===== src/design/svs_pkg.sv =====
// ----------------------------------------------------------------------------
// Supply voltage supervisor package
// Command codes, register indexes, widths and reset values.
// ----------------------------------------------------------------------------
package svs_pkg;

  localparam int unsigned SAMPLE_BITS_DEF = 12;
  localparam int unsigned CFG_DATA_W      = 16;
  localparam int unsigned CFG_IDX_W       = 3;
  localparam int unsigned TIME_W          = 16;
  localparam int unsigned DIAG_W          = 2;

  // item command
  localparam logic CMD_SAMPLE = 1'b0;
  localparam logic CMD_TICK   = 1'b1;

  // register indexes
  typedef enum logic [CFG_IDX_W-1:0] {
    REG_UNDER_TRIP    = 3'd0,
    REG_UNDER_WARN    = 3'd1,
    REG_UNDER_RELEASE = 3'd2,
    REG_OVER_RELEASE  = 3'd3,
    REG_OVER_WARN     = 3'd4,
    REG_OVER_TRIP     = 3'd5,
    REG_DETECT_TIME   = 3'd6
  } reg_idx_e;

  // diag bit positions
  localparam int unsigned DIAG_UNDER_BIT = 0;
  localparam int unsigned DIAG_OVER_BIT  = 1;

  // register reset values
  localparam logic [CFG_DATA_W-1:0] UNDER_TRIP_RST    = 16'd1200;
  localparam logic [CFG_DATA_W-1:0] UNDER_WARN_RST    = 16'd1450;
  localparam logic [CFG_DATA_W-1:0] UNDER_RELEASE_RST = 16'd1550;
  localparam logic [CFG_DATA_W-1:0] OVER_RELEASE_RST  = 16'd2750;
  localparam logic [CFG_DATA_W-1:0] OVER_WARN_RST     = 16'd2850;
  localparam logic [CFG_DATA_W-1:0] OVER_TRIP_RST     = 16'd3100;
  localparam logic [TIME_W-1:0]     DETECT_TIME_RST   = 16'd1000;

endpackage


===== src/design/supply_voltage_supervisor_core.sv =====
// ----------------------------------------------------------------------------
// Supply voltage supervisor core
// Window monitor with hard trips, shared debounce timer and hysteresis
// release on a stream of converter samples and millisecond ticks.
// ----------------------------------------------------------------------------
//
//  channel | direction | handshake            | payload
//  --------+-----------+----------------------+-----------------------------------
//  in      | sink      | in_valid_i/in_stall_o  | cmd, voltage_sample, sample_valid
//  out     | source    | out_valid_o/out_stall_i| trip, stop, start, clear, faults, diag
//  cfg     | sink      | cfg_we_i             | cfg_idx_i, cfg_wdata_i
//
//  One item per cycle while in_stall_o is low; the result shows on the cycle after acceptance.
//  in_stall_o is high only while a result sits in the output register and
//  the downstream side stalls; a draining result frees the slot the same cycle.
//  Reset clears all supervisor state and loads the register defaults.
// ----------------------------------------------------------------------------
module supply_voltage_supervisor_core #(
  parameter int unsigned SAMPLE_BITS = svs_pkg::SAMPLE_BITS_DEF
) (
  input  logic                           clk_i,
  input  logic                           rst_ni,

  // configuration write port
  input  logic                           cfg_we_i,
  input  logic [svs_pkg::CFG_IDX_W-1:0]  cfg_idx_i,
  input  logic [svs_pkg::CFG_DATA_W-1:0] cfg_wdata_i,

  // input items
  input  logic                           in_valid_i,
  output logic                           in_stall_o,
  input  logic                           cmd_i,
  input  logic [SAMPLE_BITS-1:0]         voltage_sample_i,
  input  logic                           sample_valid_i,

  // result items
  output logic                           out_valid_o,
  input  logic                           out_stall_i,
  output logic                           immediate_trip_o,
  output logic                           stop_motor_o,
  output logic                           protection_start_o,
  output logic                           protection_clear_o,
  output logic                           under_fault_o,
  output logic                           over_fault_o,
  output logic [svs_pkg::DIAG_W-1:0]     diag_bits_o
);

  localparam int unsigned TW = svs_pkg::TIME_W;
  localparam int unsigned DW = svs_pkg::DIAG_W;

  // --------------------------------------------------------------------------
  // Configuration registers
  // --------------------------------------------------------------------------
  logic [SAMPLE_BITS-1:0] under_trip_q, under_warn_q, under_rel_q;
  logic [SAMPLE_BITS-1:0] over_rel_q, over_warn_q, over_trip_q;
  logic [TW-1:0]          detect_time_q;

  always_ff @(posedge clk_i or negedge rst_ni) begin
    if (!rst_ni) begin
      under_trip_q  <= SAMPLE_BITS'(svs_pkg::UNDER_TRIP_RST);
      under_warn_q  <= SAMPLE_BITS'(svs_pkg::UNDER_WARN_RST);
      under_rel_q   <= SAMPLE_BITS'(svs_pkg::UNDER_RELEASE_RST);
      over_rel_q    <= SAMPLE_BITS'(svs_pkg::OVER_RELEASE_RST);
      over_warn_q   <= SAMPLE_BITS'(svs_pkg::OVER_WARN_RST);
      over_trip_q   <= SAMPLE_BITS'(svs_pkg::OVER_TRIP_RST);
      detect_time_q <= svs_pkg::DETECT_TIME_RST;
    end else if (cfg_we_i) begin
      unique case (cfg_idx_i)
        svs_pkg::REG_UNDER_TRIP:    under_trip_q  <= cfg_wdata_i[SAMPLE_BITS-1:0];
        svs_pkg::REG_UNDER_WARN:    under_warn_q  <= cfg_wdata_i[SAMPLE_BITS-1:0];
        svs_pkg::REG_UNDER_RELEASE: under_rel_q   <= cfg_wdata_i[SAMPLE_BITS-1:0];
        svs_pkg::REG_OVER_RELEASE:  over_rel_q    <= cfg_wdata_i[SAMPLE_BITS-1:0];
        svs_pkg::REG_OVER_WARN:     over_warn_q   <= cfg_wdata_i[SAMPLE_BITS-1:0];
        svs_pkg::REG_OVER_TRIP:     over_trip_q   <= cfg_wdata_i[SAMPLE_BITS-1:0];
        svs_pkg::REG_DETECT_TIME:   detect_time_q <= cfg_wdata_i[TW-1:0];
        default: ; // unmapped index: write dropped
      endcase
    end
  end

  // --------------------------------------------------------------------------
  // Handshake: the output register is the only buffer. A new item enters
  // when the slot is empty or its result leaves this cycle.
  // --------------------------------------------------------------------------
  logic out_valid_q;
  logic in_accept;

  assign in_stall_o = out_valid_q & out_stall_i;
  assign in_accept  = in_valid_i & ~in_stall_o;

  // --------------------------------------------------------------------------
  // Supervisor state
  // --------------------------------------------------------------------------
  logic          under_lat_q, under_lat_d;
  logic          over_lat_q, over_lat_d;
  logic          under_pend_q, under_pend_d;
  logic          over_pend_q, over_pend_d;
  logic [TW-1:0] dbc_cnt_q, dbc_cnt_d;
  logic          dbc_run_q, dbc_run_d;
  logic          prot_act_q, prot_act_d;
  logic [DW-1:0] sticky_q, sticky_d;

  logic trip_d, stop_d, start_d, clear_d;

  // Step rule. The under side runs first; its timer updates are seen by the
  // over side in the same item since both share one debounce counter.
  always_comb begin
    under_lat_d  = under_lat_q;
    over_lat_d   = over_lat_q;
    under_pend_d = under_pend_q;
    over_pend_d  = over_pend_q;
    dbc_cnt_d    = dbc_cnt_q;
    dbc_run_d    = dbc_run_q;
    prot_act_d   = prot_act_q;
    sticky_d     = sticky_q;
    trip_d       = 1'b0;
    stop_d       = 1'b0;
    start_d      = 1'b0;
    clear_d      = 1'b0;

    if (cmd_i == svs_pkg::CMD_TICK) begin
      // ms tick: advance the debounce timer, saturating
      if (dbc_run_q && (dbc_cnt_q != {TW{1'b1}})) begin
        dbc_cnt_d = dbc_cnt_q + TW'(1);
      end
    end else if (sample_valid_i && (voltage_sample_i != '0)) begin
      if (voltage_sample_i <= under_trip_q) begin
        // hard under-voltage trip, over side skipped
        stop_d      = 1'b1;
        under_lat_d = 1'b1;
        trip_d      = 1'b1;
      end else begin
        // under-voltage side
        if (under_lat_q) begin
          if (voltage_sample_i >= under_rel_q) begin
            under_lat_d  = 1'b0;
            under_pend_d = 1'b0;
            dbc_cnt_d    = '0;
            dbc_run_d    = 1'b0;
            prot_act_d   = 1'b0;
            clear_d      = 1'b1;
          end
        end else if (voltage_sample_i <= under_warn_q) begin
          if (!under_pend_q) begin
            under_pend_d = 1'b1;
            dbc_cnt_d    = '0;
            dbc_run_d    = 1'b1;
          end
          if (dbc_cnt_d >= detect_time_q) begin
            under_lat_d                      = 1'b1;
            sticky_d[svs_pkg::DIAG_UNDER_BIT] = 1'b1;
            stop_d                           = 1'b1;
            if (!prot_act_d) begin
              prot_act_d = 1'b1;
              start_d    = 1'b1;
            end
            dbc_cnt_d = detect_time_q;
            dbc_run_d = 1'b0;
          end
        end else if (under_pend_q) begin
          under_pend_d = 1'b0;
          dbc_cnt_d    = '0;
          dbc_run_d    = 1'b0;
        end

        // over-voltage side
        if (voltage_sample_i >= over_trip_q) begin
          stop_d     = 1'b1;
          over_lat_d = 1'b1;
          trip_d     = 1'b1;
        end else if (over_lat_q) begin
          if (voltage_sample_i <= over_rel_q) begin
            over_lat_d  = 1'b0;
            over_pend_d = 1'b0;
            dbc_cnt_d   = '0;
            dbc_run_d   = 1'b0;
            prot_act_d  = 1'b0;
            clear_d     = 1'b1;
          end
        end else if (voltage_sample_i >= over_warn_q) begin
          if (!over_pend_q) begin
            over_pend_d = 1'b1;
            dbc_cnt_d   = '0;
            dbc_run_d   = 1'b1;
          end
          if (dbc_cnt_d >= detect_time_q) begin
            over_lat_d                      = 1'b1;
            sticky_d[svs_pkg::DIAG_OVER_BIT] = 1'b1;
            stop_d                          = 1'b1;
            if (!prot_act_d) begin
              prot_act_d = 1'b1;
              start_d    = 1'b1;
            end
            dbc_cnt_d = detect_time_q;
            dbc_run_d = 1'b0;
          end
        end else if (over_pend_q) begin
          over_pend_d = 1'b0;
          dbc_cnt_d   = '0;
          dbc_run_d   = 1'b0;
        end
      end
    end
  end

  always_ff @(posedge clk_i or negedge rst_ni) begin
    if (!rst_ni) begin
      under_lat_q  <= 1'b0;
      over_lat_q   <= 1'b0;
      under_pend_q <= 1'b0;
      over_pend_q  <= 1'b0;
      dbc_cnt_q    <= '0;
      dbc_run_q    <= 1'b0;
      prot_act_q   <= 1'b0;
      sticky_q     <= '0;
    end else if (in_accept) begin
      under_lat_q  <= under_lat_d;
      over_lat_q   <= over_lat_d;
      under_pend_q <= under_pend_d;
      over_pend_q  <= over_pend_d;
      dbc_cnt_q    <= dbc_cnt_d;
      dbc_run_q    <= dbc_run_d;
      prot_act_q   <= prot_act_d;
      sticky_q     <= sticky_d;
    end
  end

  // --------------------------------------------------------------------------
  // Result register
  // --------------------------------------------------------------------------
  logic          trip_q, stop_q, start_q, clear_q;
  logic          ufault_q, ofault_q;
  logic [DW-1:0] diag_q;

  always_ff @(posedge clk_i or negedge rst_ni) begin
    if (!rst_ni) begin
      out_valid_q <= 1'b0;
    end else if (in_accept) begin
      out_valid_q <= 1'b1;
    end else if (!out_stall_i) begin
      out_valid_q <= 1'b0;
    end
  end

  always_ff @(posedge clk_i) begin
    if (in_accept) begin
      trip_q   <= trip_d;
      stop_q   <= stop_d;
      start_q  <= start_d;
      clear_q  <= clear_d;
      ufault_q <= under_lat_d;
      ofault_q <= over_lat_d;
      diag_q   <= sticky_d;
    end
  end

  assign out_valid_o        = out_valid_q;
  assign immediate_trip_o   = trip_q;
  assign stop_motor_o       = stop_q;
  assign protection_start_o = start_q;
  assign protection_clear_o = clear_q;
  assign under_fault_o      = ufault_q;
  assign over_fault_o       = ofault_q;
  assign diag_bits_o        = diag_q;

endmodule


===== config.mk =====
export PLATFORM = sky130hd
export DESIGN_NAME = supply_voltage_supervisor_core
export DESIGN_NICKNAME = d
export VERILOG_FILES = /design/src/design/svs_pkg.sv /design/src/design/supply_voltage_supervisor_core.sv
export SDC_FILE = /design/constraint.sdc
export NUM_CORES = 1
export LEC_CHECK = 0
export ABC_AREA = 1
export BUFFER_PORTS_ARGS = -buffer_cell sky130_fd_sc_hd__buf_2
export CAP_MARGIN = 0
export CORE_ASPECT_RATIO = 0.8
export CORE_UTILIZATION = 60
export DETAILED_ROUTE_END_ITERATION = 8
export GPL_TIMING_DRIVEN = 0
export HOLD_SLACK_MARGIN = 0.15
export PLACE_DENSITY = 0.84
export SLEW_MARGIN = 20
export SYNTH_ARGS = -nofsm -noshare
export SYNTH_HDL_FRONTEND = slang
export SYNTH_SLANG_ARGS = --single-unit
export TNS_END_PERCENT = 20

===== constraint.sdc =====
create_clock -name clk_i -period 9.7 [get_ports clk_i]
set_input_delay 1.94 -clock clk_i [delete_from_list [all_inputs] [get_ports clk_i]]
set_output_delay 1.94 -clock clk_i [all_outputs]
set_load 0.05 [all_outputs]

Word level (Yosys, flattened, before mapping)
Index checks and enable logic that the tools add are counted.
Storage, ports and cells
  register bits: 121
  input bits: 38
Cells by class
  $add $sub $neg: 1
  order comparisons: 8
  eq/ne operators: 12
  multiplexer cells: 108
  bitwise logic cells: 7
  reduce and logical (&&, ||, !) cells: 18
Operators with widths (count)
  $mux W16: 28
  $mux W1: 77
  $ge A12 B12 Y1: 3
  $le A12 B12 Y1: 3
  $ge A16 B16 Y1: 2
  $add A16 B1 Y16 const B: 1
  $ne A16 B16 Y1 const B: 1
  $reduce_and A2 Y1: 7
  $reduce_bool A12 Y1: 1
  $eq A3 B3 Y1 const B: 3
  $ne A2 B1 Y1 const B: 4
  $reduce_and A4 Y1: 2
  $eq A3 B2 Y1 const B: 2
  $mux W2: 3
  $reduce_and A6 Y1: 1
  $not A1 Y1: 5
  $reduce_and A5 Y1: 1
  $eq A3 B1 Y1 const B: 1
  $logic_not A3 Y1: 1
  $reduce_or A3 Y1: 1
  $and A1 B1 Y1: 2
  $logic_and A1 B1 Y1: 2
  $ne A2 B2 Y1 const B: 1
  $reduce_bool A2 Y1: 1
  $reduce_or A2 Y1: 1

Depth between registers and ports, before layout
Gate-level depths: netlist of run 1.
  depth in word-level cells: 25
  depth in mapped cells: 35

Least setup slack after synthesis of run 1
OpenSTA, ideal clock, no wires.
  path type: input port to flip-flop
  start: input voltage_sample_i[11]
  end: register dbc_cnt_q[14]
  library setup time: 0.116 ns
  arrival time: 4.786 ns
  path slack: 4.797 ns
  cell stages on the path: 27
  cells stage by stage: ha_1 > a21oi_1 > o21a_1 > nand3_2 > nand2_2 > inv_2 > buf_6 > a21oi_1 > o21ai_1 > nand2_1 > nand2_1 > nand2_1 > inv_1 > ha_1 > nand2_1 > inv_1 > o21ai_0 > a21oi_1 > nor2_1 > nand3_2 > inv_2 > buf_1 > nand2_1 > nand3_1 > nand2_1 > nand2_1 > nand2_1
Between the ends
  cells in the longest elaborated chain, start to end: 18
  elaborated cells on any way between the ends: 31
Ends and longest elaborated chain
  start, declared: line supply_voltage_supervisor_core.sv:33  | input logic [SAMPLE_BITS-1:0] voltage_sample_i,
  $le A12 B12 Y1 or $ge A12 B12 Y1 (tied branches): line supply_voltage_supervisor_core.sv:143, supply_voltage_supervisor_core.sv:135
  $mux W16, on equally long branches: line supply_voltage_supervisor_core.sv:143, supply_voltage_supervisor_core.sv:135
  $mux W16: line supply_voltage_supervisor_core.sv:134  | if (under_lat_q) begin
  $mux W16: line supply_voltage_supervisor_core.sv:181  | if (!over_pend_q) begin
  $mux W16: line supply_voltage_supervisor_core.sv:180  | end else if (voltage_sample_i >= over_warn_q) begin
  $mux W16: line supply_voltage_supervisor_core.sv:171  | end else if (over_lat_q) begin
  $mux W16: line supply_voltage_supervisor_core.sv:167  | if (voltage_sample_i >= over_trip_q) begin
  $mux W16: line supply_voltage_supervisor_core.sv:127  | if (voltage_sample_i <= under_trip_q) begin
  [... 2 more ...]
  $ge A16 B16 Y1: line supply_voltage_supervisor_core.sv:186  | if (dbc_cnt_d >= detect_time_q) begin
  $mux W16: line supply_voltage_supervisor_core.sv:186
  $mux W16: line supply_voltage_supervisor_core.sv:180
  $mux W16: line supply_voltage_supervisor_core.sv:171
  $mux W16: line supply_voltage_supervisor_core.sv:167
  $mux W16: line supply_voltage_supervisor_core.sv:127
  $mux W16: line supply_voltage_supervisor_core.sv:126  | end else if (sample_valid_i && (voltage_sample_i != '0)) begin
  $mux W16: line supply_voltage_supervisor_core.sv:121  | if (cmd_i == svs_pkg::CMD_TICK) begin
  end signal, assigned: line supply_voltage_supervisor_core.sv:221  | dbc_cnt_q <= dbc_cnt_d;
  end, declared: line supply_voltage_supervisor_core.sv:98  | logic [TW-1:0] dbc_cnt_q, dbc_cnt_d;
Several ways; a longest one is shown, not always the timed one. The select of a mux whose other input is x is not followed.
A chain may end at the register's enable or synchronous reset.

Worst setup path after layout of run 1
  start: input voltage_sample_i[7]
  end: register dbc_cnt_q[7]
The elaborated chain is that of the path after synthesis.

==> results.toml, run 1 <==
[status]
status = "finished, violations left"
violations = "DRC"

[floorplan]
core_area_um2 = 14400
io_pins = 48
design.die.area_um2 = 15500
dieHeight_um = 111
die-width_um = 139
rows = 39
initial_core_util = 0.622

[timing]
max-slew-margin-rel = 0.265
final_max_slew_viol_count = 0
hold_viol = 0
rsz0062_at_grt = "no"
period_needed_ps = 5840
setup_tns_ps = 0
skew_ps = 9.68
tightestPinTransition_ps = 1100
finalSetupViolCount = 0
fmax_mhz = 171
period_share = 0.602

[yosys]
synth_compound_area_frac = 0.140
ys_async_sr_fraction = 0.934
synth_seq_cells = 121
synth_simple_gate_area_frac = 0.249
ys_types = 44
ys_seq_area_frac = 0.347
synth-xor-area-share = 0.00877
syn_nets = 1393
yosys_most_used_dff = "dfrtp_1"
synth_top_family_by_area = "simple AND/OR/NAND/NOR gates"
synth.area.mux_share = 0
syn_area_um2 = 8990
synth_edf_count = 8
postSynthAreaPerCell_um2 = 7.19
ys.warnings.count = 0
synthAdderAreaFrac = 0.146
syn_inst = 1250

[cts]
cts-root-buf = "clkbuf_16"
post_cts_buffers = 0
cts_max_path_buffers = 2
clk_pin_slew_ps = 50
cts_tree = "built"
cts_resized = 0
ctsHoldBuffers = 0
clk_latency_ps = 430
cts.sink_count = 121
numCtsBuffers = 17
ctsHtreeMaxLevel = 4

[placed_design]
portBuffers = 46
gp_congestion = 0.959
placed_cell_area_um2 = 9490
dpl.hpwl_um = 18200

[hold_path]
hold_class = "flop to flop"
hold_path_depth = 2

[routing]
drt-total-wl_um = 24700
vias = 8621
wl_per_cell_um = 16.3
first_pass_iters = 9
drt-initial-drc-count = 1083
ant_nets = 0
viasPerCell = 5.70
drc_errors = 4

[global_route]
grt_pass1_vias = 8085
grt_pass1_wl_um = 40100
antenna_found_initial = 0
grt.total_usage = 0.334
grt_max_degree = 60
grt-ovfl-total = 0

[setup_path]
cp.arrival_ps = 6160
r2r_start = "under_pend_q"
crit_path_end_kind = "flop"
rrSetupSlack_ps = 4530
r2r-end = "dbc_cnt_q[7]"
critPathLaunchType = "primary input"
startpoint = "voltage_sample_i[7]"
critical_path_required_ps = 10020
ff2ff_path_depth = 32
crit_type = "primary input to flop"
critPathCapture = "dbc_cnt_q[7]"
path_max_fanout = 10

[flow_run]
maxCapViolCount = 0

[layout]
fin_nets = 1459
final_cell_area_um2 = 10100
postLayoutCoreUtil = 0.698
num-fill-cells = 1203
area_delta_synth_final_pct = 12.2
drive_gt1_frac = 0.122
diodes = 0

[pwr]
p_total_mw = 2.25
peakVddDrop_uv = 157
p_leak_nw = 5.43
power_density_nw_per_um2 = 223
## cell usage after synthesis, drive strengths merged (2+ instances only)
cell,instances,area share
dfstp,39,0.11
nand3,54,0.034
ha,105,0.15
o211ai,2,0.0017
a21oi,90,0.050
nor2,70,0.031
nor4,4,0.0035
a22oi,2,0.0017
nand2,377,0.16
buf,19,0.015
o21bai,2,0.0017
clkbuf,21,0.0088
a211oi,2,0.0017
inv,202,0.085
o21a,2,0.0017
o21ai,134,0.075
nor3,9,0.0092
nand4,16,0.012
a31oi,4,0.0028
dfrtp,74,0.21
edfxtp,8,0.027
xor2,8,0.0078
## through the flow
stage               hold slack (ps)  setup WS (ps)  std cells
floorplan                       427           4800       1250
finish                          478           3860       1513
CTS                             487           4040       1513
global placement                444           3770       1480
global route                    504           3580       1513
detailed placement              474           3660       1481
## worst min path at each step
stage / start / endpoint
global placement: sticky_q[0] / sticky_q[0]
CTS: out_valid_o / out_valid_o
floorplan: sticky_q[0] / sticky_q[0]
finish: out_valid_o / out_valid_o
global route: over_warn_q[1] / over_warn_q[1]
detailed placement: under_trip_q[9] / under_trip_q[9]
## worst max-delay path, stage by stage
cell     delay (ps)
buf_2           170
ha_1            340
a21oi_1         150
o21ai_0         170
nand2_1         100
nand4_1         210
nor2_2          340
buf_4           260
nand2_1          70
nand2_1          90
nand2_1          80
inv_1            80
ha_1            230
nand2_1          70
inv_1            30
o21ai_0         150
a21oi_1         120
nor2_1          160
nand3_2         230
inv_2           240
buf_1           500
nand2_1         140
nand3_1         110
nand2_1          70
nand2_1          60
nand2_1          40
## cell usage in the layout (no fill, tap or decap), types with 8 or more instances in the layout
cell type	synthesis	routed
nand2_1	371	371
inv_1	197	197
o21ai_0	120	120
ha_1	105	105
a21oi_1	90	90
dfrtp_1	74	74
nor2_1	65	65
buf_2	7	52
nand3_1	47	47
dfstp_2	39	39
clkbuf_1	21	24
clkbuf_16	0	19
nand4_1	15	15
o21ai_1	13	13
xor2_1	8	8
edfxtp_1	8	8
## power by group
group          internal (mW)  total [mW]  leakage (nW)  switching, mW
registers              0.644       0.746          1.39          0.102
clock network          0.408       0.653         0.279          0.246
logic                  0.299       0.855          3.76          0.556
## flip-flops by register name (all words and copies together), names as in the netlist, 2 cells and up
register and count:
under_trip_q 12, over_rel_q 12, over_trip_q 12, sticky_q 2, dbc_cnt_q 16, detect_time_q 16, under_rel_q 12, over_warn_q 12
diag_bits_o 2, under_warn_q 12
## final cells by class
cell class,count,area [um2],share of cell area
repair buffers,47,264,0.0262
clock buffers,22,487,0.0482
multi-input cells,886,4890,0.485
flip-flops and latches,121,3120,0.309
well taps,184,230,0.0228
plain buffers,40,215,0.0213
inverters,203,769,0.0763
clock inverters,10,116,0.0115
## metal layers
layer | track usage | vias up | part of all wire
met3 | 0.0843 | 44 | 0.099
met1 | 0.481 | 4007 | 0.46
met5 | 0 | - | 0
met4 | 0.104 | 0 | 0.019
met2 | 0.492 | 401 | 0.42
li1 | - | 4169 | -
## cells by family (layout without fill, tap and decap cells)
group,Yosys count,after routing
buffers and inverters,243,322
xor gates and xnor gates,9,9
AOI/OAI and AO/OA,242,242
adders and majority gates,105,105
DFF,121,121
and+or+nand+nor,530,530
No activity file was read; power rests on OpenSTA's default activity.
==> inputs of run 2 (changes only) <==
--- a/config.mk
+++ b/config.mk
@@ -5,15 +5,15 @@
 export SDC_FILE = /design/constraint.sdc
 export NUM_CORES = 1
 export LEC_CHECK = 0
-export ABC_AREA = 1
+export ABC_AREA = 0
 export BUFFER_PORTS_ARGS = -buffer_cell sky130_fd_sc_hd__buf_2
 export CAP_MARGIN = 0
 export CORE_ASPECT_RATIO = 0.8
-export CORE_UTILIZATION = 60
+export CORE_UTILIZATION = 56
 export DETAILED_ROUTE_END_ITERATION = 8
 export GPL_TIMING_DRIVEN = 0
 export HOLD_SLACK_MARGIN = 0.15
-export PLACE_DENSITY = 0.84
+export PLACE_DENSITY = 0.83
 export SLEW_MARGIN = 20
 export SYNTH_ARGS = -nofsm -noshare
 export SYNTH_HDL_FRONTEND = slang
==> constraint.sdc (replaced) <==
create_clock -name clk_i -period 5 [get_ports clk_i]
set_input_delay 1 -clock clk_i [delete_from_list [all_inputs] [get_ports clk_i]]
set_output_delay 1 -clock clk_i [all_outputs]
set_load 0.05 [all_outputs]
==> run 2 against run 1 <==
Non-clock buffer count rose by 4. Setup slack got worse by 3800 ps. Via count down 13%. Global-route usage shrank 1.9 points. Sequential share of layout area up 1.2 points. Critical path depth is 4 lower. Sequential power up 97%. Clock-buffer cell count decreased by 2. Largest power group unchanged. Synthesized cell count decreased by 28%. Largest cell class unchanged. The run still ends with DRC left. Die area is essentially flat. Combinational power rose by 120%.
==> results.toml, run 2 <==
[status]
status = "finished, violations left"
violations = "DRC"

[routing]
drt-initial-drc-count = 881
ant_nets = 0
drt-total-wl_um = 23500
wl_per_cell_um = 20.1
viasPerCell = 6.39
wl_met2_um = 9770
first_pass_iters = 9
m1WireLength_um = 10600
top_layer_used = "met4"
drc_errors = 5
vias = 7485
wl_met3_um = 2770

[floorplan]
design.die.area_um2 = 15500
dieHeight_um = 112
core_area_um2 = 14400
die-width_um = 139
initial_core_util = 0.581
io_pins = 48
rows = 39

[yosys]
synth_common_cells = "ha_1 (105), inv_1 (101), nand2_1 (86)"
synth_edf_count = 8
netlist.area_leader.share = 0.221
syn_nets = 1043
yosys.area.top_type = "dfrtp_1"
ys_types = 66
synth_area_leaders = "dfrtp_1 (22%), ha_1 (16%), dfstp_2 (12%), mux2_2 (6.2%), inv_1 (4.5%)"
syn_area_um2 = 8390
ys_seq_area_frac = 0.371
yosys_most_used_dff = "dfrtp_1"
ys_async_sr_fraction = 0.934
syn_inst = 900
synth_seq_cells = 121
yosysMostFrequentCell = "ha_1"
ys.warnings.count = 0
postSynthAreaPerCell_um2 = 9.33

[global_route]
grt_max_degree = 75
grt_pass1_wl_um = 37500
antenna_found_initial = 0
grt-ovfl-total = 0
grt_pass1_vias = 7019
grt.total_usage = 0.315

[setup_path]
critPathCapture = "dbc_cnt_q[1]"
critical_path_required_ps = 5330
slowest_delay_ps = 340
cp.arrival_ps = 5260
cp.depth = 22
crit_path_end_kind = "flop"
path_max_fanout = 10
rrSetupSlack_ps = 130
r2r_start = "under_pend_q"
r2r-end = "dbc_cnt_q[1]"
cp_cell_sequence = "buf_2, clkinvlp_4, ha_1, nor2b_1, o21ai_1, a21oi_2, o21ai_2, and3_4, buf_4, a21oi_2, a22oi_1, nor2b_2, ha_1, o21a_1, o211ai_1, a31oi_1, o21ai_2, and2_4, a21o_1, buf_4, o22ai_1, a211oi_2"
critPathLaunchType = "primary input"
critPathSlowestCell = "ha_1"
ff2ff_path_depth = 20
critPathBufInv = 4
crit_family = "compound AO/OA/AOI/OAI gates"
startpoint = "voltage_sample_i[0]"
crit_type = "primary input to flop"

[layout]
top_regs = "dbc_cnt_q x16, detect_time_q x16"
drive_gt1_frac = 0.234
area_delta_synth_final_pct = 15.6
layout_commonest_cell = "ha_1"
diodes = 0
fin_nets = 1118
fin_cells = 1172
seqCellArea_um2 = 3120
final_cell_mix = "ha_1 (105), inv_1 (99), nand2_1 (86)"
num-fill-cells = 1092
multi_input_area_um2 = 4860

[pwr]
p_int_mw = 2.83
p_clk_frac = 0.281
p_leak_nw = 4.33
pwr-share-comb = 0.399
p_sw_frac = 0.386
p_sw_mw = 1.78
power_density_nw_per_um2 = 475
peakVddDrop_uv = 335
seq_power_share = 0.320

[timing]
period_share = 0.985
max-slew-margin-rel = 0.240
skew_ps = 7.85
hold_viol = 0
tightestPinTransition_ps = 1130
setup_tns_ps = 0
final_max_slew_viol_count = 0
period_needed_ps = 4930
finalSetupViolCount = 0
fmax_mhz = 203

[placed_design]
dp_cells = 1132
portBuffers = 47
dpl.hpwl_um = 17100
gp_congestion = 0.941

[cts]
clk_latency_ps = 420
cts.sink_count = 121
ctsHtreeMaxLevel = 4
cts_tree = "built"
clk_pin_slew_ps = 60
cts_max_path_buffers = 2
cts-root-buf = "clkbuf_16"
numCtsBuffers = 17

[hold_path]
hold_class = "flop to flop"

[flow_run]
maxCapViolCount = 0
## run 2: cell type report
type                            count  share of cell area
Clock buffer                       20              0.0482
Inverter                          101              0.0397
Tap cell                          184              0.0237
Buffer                             34              0.0164
Timing Repair Buffer               57              0.0347
Clock inverter                     12              0.0150
Sequential cell                   121               0.321
Multi-Input combinational cell    643               0.501
## run 2: cell families (layout without fill, tap and decap cells)
| group | Yosys count | in the layout | synth area share |
|---|---|---|---|
| AO/OA/AOI/OAI | 248 | 248 | 0.195 |
| adder cells (fa/ha/maj) | 105 | 105 | 0.157 |
| buffers and inverters | 136 | 224 | 0.0629 |
| flip-flops | 121 | 121 | 0.371 |
| multiplexers | 47 | 47 | 0.0629 |
| AND/OR/NAND/NOR | 243 | 243 | 0.151 |
## run 2: what timing repair did
item / 4_1_cts / 5_1_grt
gates cloned: 0 / 0
buffers inserted: 4 / 5
setup endpoints to repair: 24 / 21
hold buffers: 0 / 0
pin swaps: 3 / 6
hold endpoints to repair: 0 / 0
gates resized for setup: 14 / 27
## run 2: worst min path at each step
stage | slack [ps] | end | depth (start not counted) | from
2_1_floorplan | 430 | sticky_q[0] | 1 | sticky_q[0]
3_3_place_gp | 440 | sticky_q[0] | 1 | sticky_q[0]
3_5_place_dp | 450 | sticky_q[0] | 1 | sticky_q[0]
4_1_cts | 460 | sticky_q[0] | 1 | sticky_q[0]
5_1_grt | 480 | sticky_q[0] | 1 | sticky_q[0]
6_report | 470 | sticky_q[0] | 1 | sticky_q[0]
## run 2: stage by stage
step	power, mW	util	area [um2]	hold slack (ps)	setup slack [ps]
2_1_floorplan	2.65	-	8390	430	422
3_3_place_gp	3.05	0.613	8860	440	-923
3_5_place_dp	3.13	0.616	8890	451	-966
4_1_cts	4.48	0.663	9580	463	78.2
5_1_grt	4.86	0.672	9700	476	-23.3
6_report	4.60	0.672	9700	466	72.9
## run 2: power groups by stage
stage                     sequential, mW  clock, mW  combinational (mW)
after detailed placement            1.47          0                1.65
after global routing                1.50       1.35                2.02
after global placement              1.46          0                1.59
final                               1.47       1.29                1.84
after floorplan                     1.44          0                1.21
after CTS                           1.46       1.30                1.71
## run 2: metal layers
metal | track usage | vias to the layer above
met5 | 0 | -
met1 | 0.469 | 3599
met4 | 0.100 | 0
met3 | 0.0787 | 37
li1 | - | 3405
met2 | 0.445 | 444
## run 2: worst register-to-register path: stages (launching register included)
cell and delay [ps]:
dfrtp_2 430, buf_4 160, nand2_1 100, ha_1 240, nand2b_4 150, a2111oi_4 390, nor4b_4 100, nor3_4 410
nand3b_4 180, a211oi_2 300, o21ai_0 150, ha_1 300, or3b_1 370, o2111ai_1 100, a31oi_1 130, o21ai_2 310
and2_4 220, a21o_1 230, buf_4 160, o22ai_1 120, a211oi_2 260
